==> src/rtl/clim_pkg.sv <==
// ----------------------------------------------------------------------------
// clim_pkg - shared definitions for the connection attempt limiter
// Register indexes, reset values, verdict codes and the command and status
// bundles between controller and datapath.
// ----------------------------------------------------------------------------
package clim_pkg;

  localparam int TABLE_ENTRIES_DEF = 64;

  localparam int ADDR_W = 32;
  localparam int TIME_W = 48;
  localparam int CNT_W  = 5;
  localparam int CFG_IDX_W  = 3;
  localparam int CFG_DATA_W = 16;

  // register indexes
  localparam logic [CFG_IDX_W-1:0] REG_WINDOW = 3'd0;
  localparam logic [CFG_IDX_W-1:0] REG_BURST  = 3'd1;
  localparam logic [CFG_IDX_W-1:0] REG_FAST   = 3'd2;
  localparam logic [CFG_IDX_W-1:0] REG_BLOCK  = 3'd3;
  localparam logic [CFG_IDX_W-1:0] REG_EXTEND = 3'd4;

  // reset values
  localparam logic [15:0] WINDOW_RST = 16'd5000;
  localparam logic [3:0]  BURST_RST  = 4'd5;
  localparam logic [15:0] FAST_RST   = 16'd500;
  localparam logic [15:0] BLOCK_RST  = 16'd3000;
  localparam logic [15:0] EXTEND_RST = 16'd250;

  // verdict codes
  localparam logic [2:0] V_NEW           = 3'd0;
  localparam logic [2:0] V_OK            = 3'd1;
  localparam logic [2:0] V_BLOCKED       = 3'd2;
  localparam logic [2:0] V_NEWLY_BLOCKED = 3'd3;
  localparam logic [2:0] V_FULL          = 3'd4;

  typedef struct packed {
    logic load;        // capture the accepted word, restart the scan
    logic scan;        // step the table search
    logic eval;        // time compare and gap
    logic commit_hit;  // update the matched entry, load the result
    logic commit_miss; // place a new entry or report full, load the result
  } cmd_t;

  typedef struct packed {
    logic empty;     // no entries stored
    logic hit;       // compare stage matched
    logic scan_end;  // compare stage passed the last stored entry, no match
    logic out_free;  // output register can take a result this cycle
  } sts_t;

endpackage

==> src/rtl/clim_ctrl.sv <==
// ----------------------------------------------------------------------------
// clim_ctrl - sequencing for the connection attempt limiter
// Steps each word through search, evaluation (on a match) and commit.
// ----------------------------------------------------------------------------
module clim_ctrl (
  input  logic          clk,
  input  logic          rst_n,
  input  logic          in_fire,
  input  clim_pkg::sts_t sts,
  output clim_pkg::cmd_t cmd,
  output logic          in_ready
);
  import clim_pkg::*;

  localparam logic [2:0] S_IDLE = 3'd0;
  localparam logic [2:0] S_SCAN = 3'd1;
  localparam logic [2:0] S_EVAL = 3'd2;
  localparam logic [2:0] S_HIT  = 3'd3;
  localparam logic [2:0] S_MISS = 3'd4;

  logic [2:0] state_r, state_nxt;

  always_ff @(posedge clk) begin
    if (!rst_n) begin
      state_r <= S_IDLE;
    end else begin
      state_r <= state_nxt;
    end
  end

  always_comb begin
    state_nxt = state_r;
    cmd       = '0;
    in_ready  = 1'b0;
    unique case (state_r)
      S_IDLE: begin
        in_ready = 1'b1;
        if (in_fire) begin
          cmd.load  = 1'b1;
          state_nxt = sts.empty ? S_MISS : S_SCAN;
        end
      end
      S_SCAN: begin
        cmd.scan = 1'b1;
        if (sts.hit) begin
          state_nxt = S_EVAL;
        end else if (sts.scan_end) begin
          state_nxt = S_MISS;
        end
      end
      S_EVAL: begin
        cmd.eval  = 1'b1;
        state_nxt = S_HIT;
      end
      S_HIT: begin
        if (sts.out_free) begin
          cmd.commit_hit = 1'b1;
          state_nxt      = S_IDLE;
        end
      end
      S_MISS: begin
        if (sts.out_free) begin
          cmd.commit_miss = 1'b1;
          state_nxt       = S_IDLE;
        end
      end
      default: begin
        state_nxt = S_IDLE;
      end
    endcase
  end

endmodule

==> config.mk <==
export PLATFORM = sky130hd
export DESIGN_NAME = clim_ctrl
export DESIGN_NICKNAME = d
export VERILOG_FILES = /design/src/rtl/clim_pkg.sv /design/src/rtl/clim_ctrl.sv
export SDC_FILE = /design/constraint.sdc
export NUM_CORES = 1
export LEC_CHECK = 0
export ABC_AREA = 1
export BUFFER_PORTS_ARGS = -buffer_cell sky130_fd_sc_hd__buf_4
export CORE_AREA = 2 2 39 41
export DETAILED_ROUTE_END_ITERATION = 7
export DIE_AREA = 0 0 41 43
export GPL_ROUTABILITY_DRIVEN = 0
export PLACE_DENSITY = 0.47
export RECOVER_POWER = 25
export SYNTH_ARGS = -nofsm -noshare
export SYNTH_HDL_FRONTEND = slang
export SYNTH_SLANG_ARGS = --single-unit
==> constraint.sdc <==
create_clock -name clk -period 2.6 [get_ports clk]
set_input_delay 0.13 -clock clk [delete_from_list [all_inputs] [get_ports clk]]
set_output_delay 0.13 -clock clk [all_outputs]
set_load 0.01 [all_outputs]
; Word level (Yosys, flattened, before mapping)
; Cells that the tools add are included.
[word_totals]
regBits = 3
elab_cells = 25
output_inout_bits = 6
[op_classes]
mux = 14
n_eq_ne = 7
n_reduce_logical = 3
[ops]
columns = cell, count
row1 = $mux W3, 5
row2 = $pmux W3 S4, 1
row3 = $mux W1, 8
row4 = $eq A3 B2 Y1 const B, 2
row5 = $eq A3 B1 Y1 const B, 1
row6 = $eq A3 B3 Y1 const B, 1
row7 = $logic_not A3 Y1, 1
row8 = $ne A3 B3 Y1 const B, 1
row9 = $reduce_and A3 Y1, 1
row10 = $ne A2 B1 Y1 const B, 1
row11 = $ne A2 B2 Y1 const B, 1
row12 = $reduce_or A2 Y1, 1

; Depth between registers and ports, before layout
; Gate-level depths: netlist of the first run.
[depth]
depth_word = 4
ltp_mapped = 8

; Worst setup path before layout of the first run
; Ideal clock, no wire load.
[synth_path]
kind = reg-to-output
start = reg state_r[2]
end = out cmd[0] in the netlist's numbering
path_buffers = 0
arrival_time_ps = 843
slack_ps = 1627
stages_incl_launch_ff = 3
path_cell_list = dfxtp_1 inv_2 nor4_1
[synth_rtl]
columns = item, line
row1 = start: declaration, clim_ctrl.sv:21  ; logic [2:0] state_r, state_nxt;
row2 = start signal: assignment, clim_ctrl.sv:27  ; state_r <= state_nxt;
row3 = end: declaration, clim_ctrl.sv:10  ; output clim_pkg::cmd_t cmd,

==> results by group, run 1 <==
GRT
  • Vias in the first global route: 276
  • GR Util All Layers: 0.08434
  • Largest net degree at the start of global routing: 7
  • Initial antenna violation count: 0
  • First-pass GRT wire length: 1014 um
  • Overflow after GRT: 0

Detailed routing
  • Drt first pass iters: 3
  • Post-route ant nets: 0
  • Routed wire length: 576 um
  • DR vias/cell: 3.816
  • 1st-iter DRT viols: 2
  • Routed wire per std cell: 7.579 um
  • Via count: 290
  • DR DRC count: 0

Floorplanning
  • Area of the core: 0.001384 mm^2
  • Die height: 43 um
  • Ports: 13
  • Row cnt: 14
  • Starting Density: 0.1772
  • Full die area: 0.001763 mm^2
  • DIE WIDTH: 41 um

Clock network
  • Clk slew on worst S/H paths: 0.04 ns
  • Clock latency on the worst-skew pair: 0.23 ns
  • Clock root cell: clkbuf_4
  • CTS tree: built
  • Clk sinks: 3
  • Post_cts resized: 0
  • Setup bufs post-CTS: 0
  • Total CTS buffers: 3
  • Hold-fix buffers, CTS: 0
  • CTS H-tree lvls: 1
  • Maximum clock insertion buffer count: 2

Setup path
  • Slowest cell on the critical path: dfxtp_1
  • Worst Path Arrival: 1.09 ns
  • Crit Path Class: reg -> out
  • CP required: 2.47 ns
  • CP startpoint kind: flip-flop
  • Kind of end point of the critical path: primary output
  • Crit Path Max Fanout: 5
  • Critical-path cell list: nor2_1 -> nand2_2 -> nor2_1 -> buf_4
  • Critical Path Max Stage Delay: 0.34 ns
  • Crit path top cell by count: nor2_1

Final layout
  • Antenna cells: 0
  • Core Util, Final: 0.2703
  • Fill cells: 173
  • Multi-input gate area: 147.6 um^2
  • Biggest regs: state_r x3
  • Area grow syn2layout: 52.55%
  • Share of cells above drive strength 1: 0.3833
  • Fin nets: 68
  • Largest register FFs: 3
  • Largest register by flop count: state_r
  • Reg area: 60.06 um^2

Run status
  • Status: completed

Synth
  • Register area share after synthesis: 0.2449
  • Synth unique cells: 14
  • Cell accounting for the most synthesized area: dfxtp_1
  • Async set or reset register ratio after synthesis: 0
  • Synthesized cell area: 245.2 um^2
  • Synth cell count leaders: nand2_1 (11), nor2_1 (9), inv_1 (4), inv_2 (4)
  • EDFF count, synth: 0
  • Synth Register Bits: 3
  • Top-count cell post-synth: nand2_1
  • Syn Area/Cell: 5.574 um^2
  • Synth area leaders: dfxtp_1 (24%), nand2_1 (17%), nor2_1 (14%)
  • Gate count after technology mapping: 44
  • Top-area cell type share of the netlist area: 0.2449
  • Yosys warning count: 0
  • Mapped Nets: 51
  • Top FF cell, synth: dfxtp_1

STA
  • Setup_tns: 0 ns
  • Rel. slew slack: 0.8504
  • Max-slew violation count: 0
  • Fin. Hold Viols: 0
  • Final period utilization: 0.4686
  • Final setup vio count: 0
  • Slew @ Worst Pin: 0.2224 ns
  • Max Freq: 0.8208 GHz
  • RSZ-0062 raised after global routing: no
  • Layout Skew: 0.002037 ns
  • Tmin final: 1.218 ns

Place
  • Number of buffers added on ports: 12
  • Dpl hpwl: 493 um

Power and ir drop
  • Leak: 0.2120 nW
  • Max VDD drop: 0.4987 mV
  • Power Density: 1316 mW/mm^2

Run
  • Max-cap violations: 0

Hold path
  • Type of the tightest min-delay check: in -> reg
worst max-delay path, delay by kind of cell, from the launching register on:
family,cells,cell delay [ns]
flip-flops,1,0.34
AND/OR/NAND/NOR,3,0.40
buffers and inverters,1,0.12
per-stage QoR:
| stage | hold slack (ns) | setup WS (ns) | area (um^2) | power [W] | instances |
|---|---|---|---|---|---|
| global route | 0.1446 | 1.237 | 374.1 | 0.0005573 | 76 |
| floorplan | 0.2504 | 1.627 | 245.2 | 0.0003189 | 44 |
| global placement | 0.3703 | 1.519 | 355.3 | 0.0004298 | 72 |
| finish | 0.1422 | 1.382 | 374.1 | 0.0004923 | 76 |
| CTS | 0.1411 | 1.348 | 381.6 | 0.0005115 | 76 |
| detailed placement | 0.3856 | 1.528 | 355.3 | 0.0004267 | 72 |
final cells by class:
type,instances,area share
multi-input combinational,33,0.3946
timing repair buffer,12,0.2408
sequential,3,0.1605
inverter,8,0.08027
clock buffer,4,0.07023
tap,16,0.05351
routing by layer:
layer,track usage,vias to the layer above,wire [um]
met3,0.02094,0,25
met4,0.06000,0,0
li1,-,166,-
met2,0.1219,5,299
met5,0,-,0
met1,0.1029,119,251
cell families (layout without fill, tap and decap cells):
| kind of cell | count (synthesis) | in the layout | share of synthesized area |
|---|---|---|---|
| compound gates | 3 | 3 | 0.07650 |
| buf+inv | 8 | 24 | 0.1224 |
| flops | 3 | 3 | 0.2449 |
| simple gates | 30 | 30 | 0.5561 |
power breakdown:
part           switching, W  leakage [nW]  internal [W]   total, W
Combinational      0.000183         0.172      0.000129   0.000312
Sequential        0.0000302        0.0248     0.0000704   0.000101
Clock             0.0000221        0.0150     0.0000574  0.0000795
placed cells by master, fill, tap and decap left out:
master / count
nor3_1: 1
clkbuf_1: 1
nand3_1: 4
nand2_1: 11
nor2_1: 10
buf_4: 12
o21ai_2: 1
dfxtp_1: 3
clkbuf_4: 3
inv_1: 4
nor4_1: 1
inv_2: 4
o21ai_1: 1
nand2_2: 3
o21ai_0: 1
worst paths after layout:
kind	startpoint	to	slack, ns	cells past startpoint
setup / recovery	state_r[2]	cmd[4]	1.38	4
hold / removal	rst_n	state_r[1]	0.14	3
setup reg to reg	state_r[0]	state_r[1]	1.43	7
hold reg to reg	state_r[0]	state_r[0]	0.58	4
Power figures use the tool's default switching activity.
==> inputs of run 2 (changes only) <==
PLACE_DENSITY = 0.48   (was 0.47)
clock period = 1 ns   (was 2.6 ns; I/O delays follow)
==> results by group, run 2 (synthesis gave the netlist of run 1 again) <==
Run status
  • Status: finished with violations
  • Failing checks: setup timing

STA
  • Fin worst setup slack: -0.1167 ns (-1.498 ns)
  • Slew @ Worst Pin: 0.1902 ns (-0.03210 ns)
  • Max-slew violation count: 0 (unchanged)
  • Setup_tns: -0.7778 ns (-0.7778 ns)
  • Final period utilization: 1.117
  • Rel. slew slack: 0.8721 (+0.02171)
  • Tmin final: 1.117 ns
  • Layout Skew: 0.001010 ns (-0.001027 ns)
  • Max Freq: 0.8955 GHz
  • RSZ-0062 raised after global routing: yes
  • Fin. Hold Viols: 0 (unchanged)
  • Final setup vio count: 9 (+9)

Detailed routing
  • Post-route ant nets: 0 (unchanged)
  • Routed wire per std cell: 8.419 um (+11%)
  • 1st-iter DRT viols: 1 (-1)
  • DR DRC count: 0 (unchanged)
  • Via count: 354 (+22%)
  • DR vias/cell: 4.116 (+7.9%)
  • Routed wire length: 724 um (+26%)
  • Drt first pass iters: 2 (-1)

Place
  • Placed inst area: 392.9 um^2 (+11%)
  • Number of buffers added on ports: 12 (unchanged)
  • Dpl hpwl: 508.7 um (+3.2%)
  • Setup slack at placement: -0.09497 ns (-1.623 ns)

Power and ir drop
  • Max VDD drop: 1.224 mV (+150%)
  • Leak: 0.2813 nW (+33%)
  • Total power: 0.002020 W (+310%)
  • Power Density: 3754 mW/mm^2 (+190%)

Clock network
  • Total CTS buffers: 3 (unchanged)
  • Clock root cell: clkbuf_4
  • Clk sinks: 3 (unchanged)
  • Maximum clock insertion buffer count: 2 (unchanged)
  • CTS tree: built
  • CTS H-tree lvls: 1 (unchanged)
  • Clock latency on the worst-skew pair: 0.23 ns (about the same)
  • Hold-fix buffers, CTS: 0 (unchanged)
  • Clk slew on worst S/H paths: 0.04 ns (about the same)

GRT
  • Largest net degree at the start of global routing: 7 (unchanged)
  • GRT busiest layer: met2
  • Vias in the first global route: 323 (+17%)
  • GR Util met2: 0.1469 (+0.02500)
  • Initial antenna violation count: 0 (unchanged)
  • GRT met1 Usage: 0.1150 (+0.01212)
  • Met3 global-route usage: 0.01571 (-0.005236)
  • GR Util All Layers: 0.1012 (+0.01687)
  • First-pass GRT wire length: 1166 um (+15%)
  • Overflow after GRT: 0 (unchanged)

Final layout
  • Area grow syn2layout: 119.4%
  • Biggest regs: state_r x3
  • Fill cells: 158 (-8.7%)
  • Most frequent cells in the layout: buf_4 (15), nand2_1 (8), nor2_1 (7), buf_6 (7), nand2_2 (6)
  • Commonest non-fill, non-tap cell in the layout: buf_4
  • Largest register FFs: 3 (unchanged)
  • Multi-input gate area: 193.9 um^2 (+31%)
  • Post-Layout Inst Area: 538.0 um^2 (+44%)
  • Fin nets: 78 (+15%)
  • Antenna cells: 0 (unchanged)
  • Share of cells above drive strength 1: 0.6571 (+0.2738)
  • Largest register by flop count: state_r
  • Reg area: 71.32 um^2 (+19%)
  • Core Util, Final: 0.3888 (+0.1184)

Setup path
  • Critical path buffers and inverters: 2 (+1)
  • Crit Path Max Fanout: 5 (unchanged)
  • Critical Path Max Stage Delay: 0.37 ns (+0.03 ns)
  • Worst Path Arrival: 1.07 ns (-0.02 ns)
  • CP required: 0.95 ns (-1.52 ns)
  • Cell family with most CP delay: flip-flops
  • Kind of end point of the critical path: primary output
  • CP startpoint kind: flip-flop
  • Crit Path Class: reg -> out
  • Critical-path cell list: nor2_4 -> nand2_2 -> buf_6 -> nor2_4 -> buf_6
  • Slowest cell on the critical path: dfxtp_4

Floorplanning
  • Ports: 13 (unchanged)
  • Full die area: 0.001763 mm^2 (unchanged)
  • Row cnt: 14 (unchanged)
  • DIE WIDTH: 41 um (unchanged)
  • Starting Density: 0.1772 (unchanged)
  • Die height: 43 um (unchanged)
  • Area of the core: 0.001384 mm^2 (unchanged)

Hold path
  • Type of the tightest min-delay check: in -> reg

Run
  • Max-cap violations: 0 (unchanged)
## run 2: area by class of cell
class,count,share of cell area
clock buffers,4,0.04884
repair buffers,22,0.3558
well taps,16,0.03721
inverters,8,0.06512
multi-input cells,33,0.3605
flip-flops and latches,3,0.1326
## run 2: what timing repair did
item,in CTS,in global routing
pin swaps,6,2
setup buffers,4,1
endpoints found under the setup margin,9,9
gates resized for setup,23,4
gates cloned,0,0
## run 2: path summary, 6_finish.rpt
kind / start / endpoint / slack (ns) / cells past startpoint
worst max-delay path: state_r[0] / cmd[4] / -0.12 / 5
worst min-delay path: rst_n / state_r[2] / 0.06 / 3
worst max register to register: state_r[0] / state_r[1] / -0.06 / 6
worst min register to register: state_r[1] / state_r[1] / 0.65 / 4
## run 2: stage by stage
stage          instances  hold WS (ns)
3_5_place_dp          77        0.3018
4_1_cts               85       0.05057
5_1_grt               86       0.06691
2_1_floorplan         44        0.1704
6_report              86       0.05744
3_3_place_gp          77        0.3001
## run 2: worst reg2reg max path, delay by kind of cell (launching register included)
family / cells / cell delay (ns)
simple gates: 5 / 0.43
buf+inv: 1 / 0.13
flops: 1 / 0.39
## run 2: where the power goes
group / switching (W) / internal, W / total [W] / leakage [nW]
combinational: 0.000651 / 0.000793 / 0.00144 / 0.240
clock: 0.0000613 / 0.000149 / 0.000211 / 0.0150
sequential: 0.000143 / 0.000222 / 0.000365 / 0.0268
total: 0.000855 / 0.00116 / 0.00202 / 0.281
## run 2: per-layer routing
layer | share of wire | vias up
met5 | 0 | -
met1 | 0.42 | 156
met3 | 0.076 | 0
li1 | - | 188
met2 | 0.50 | 10
met4 | 0 | 0
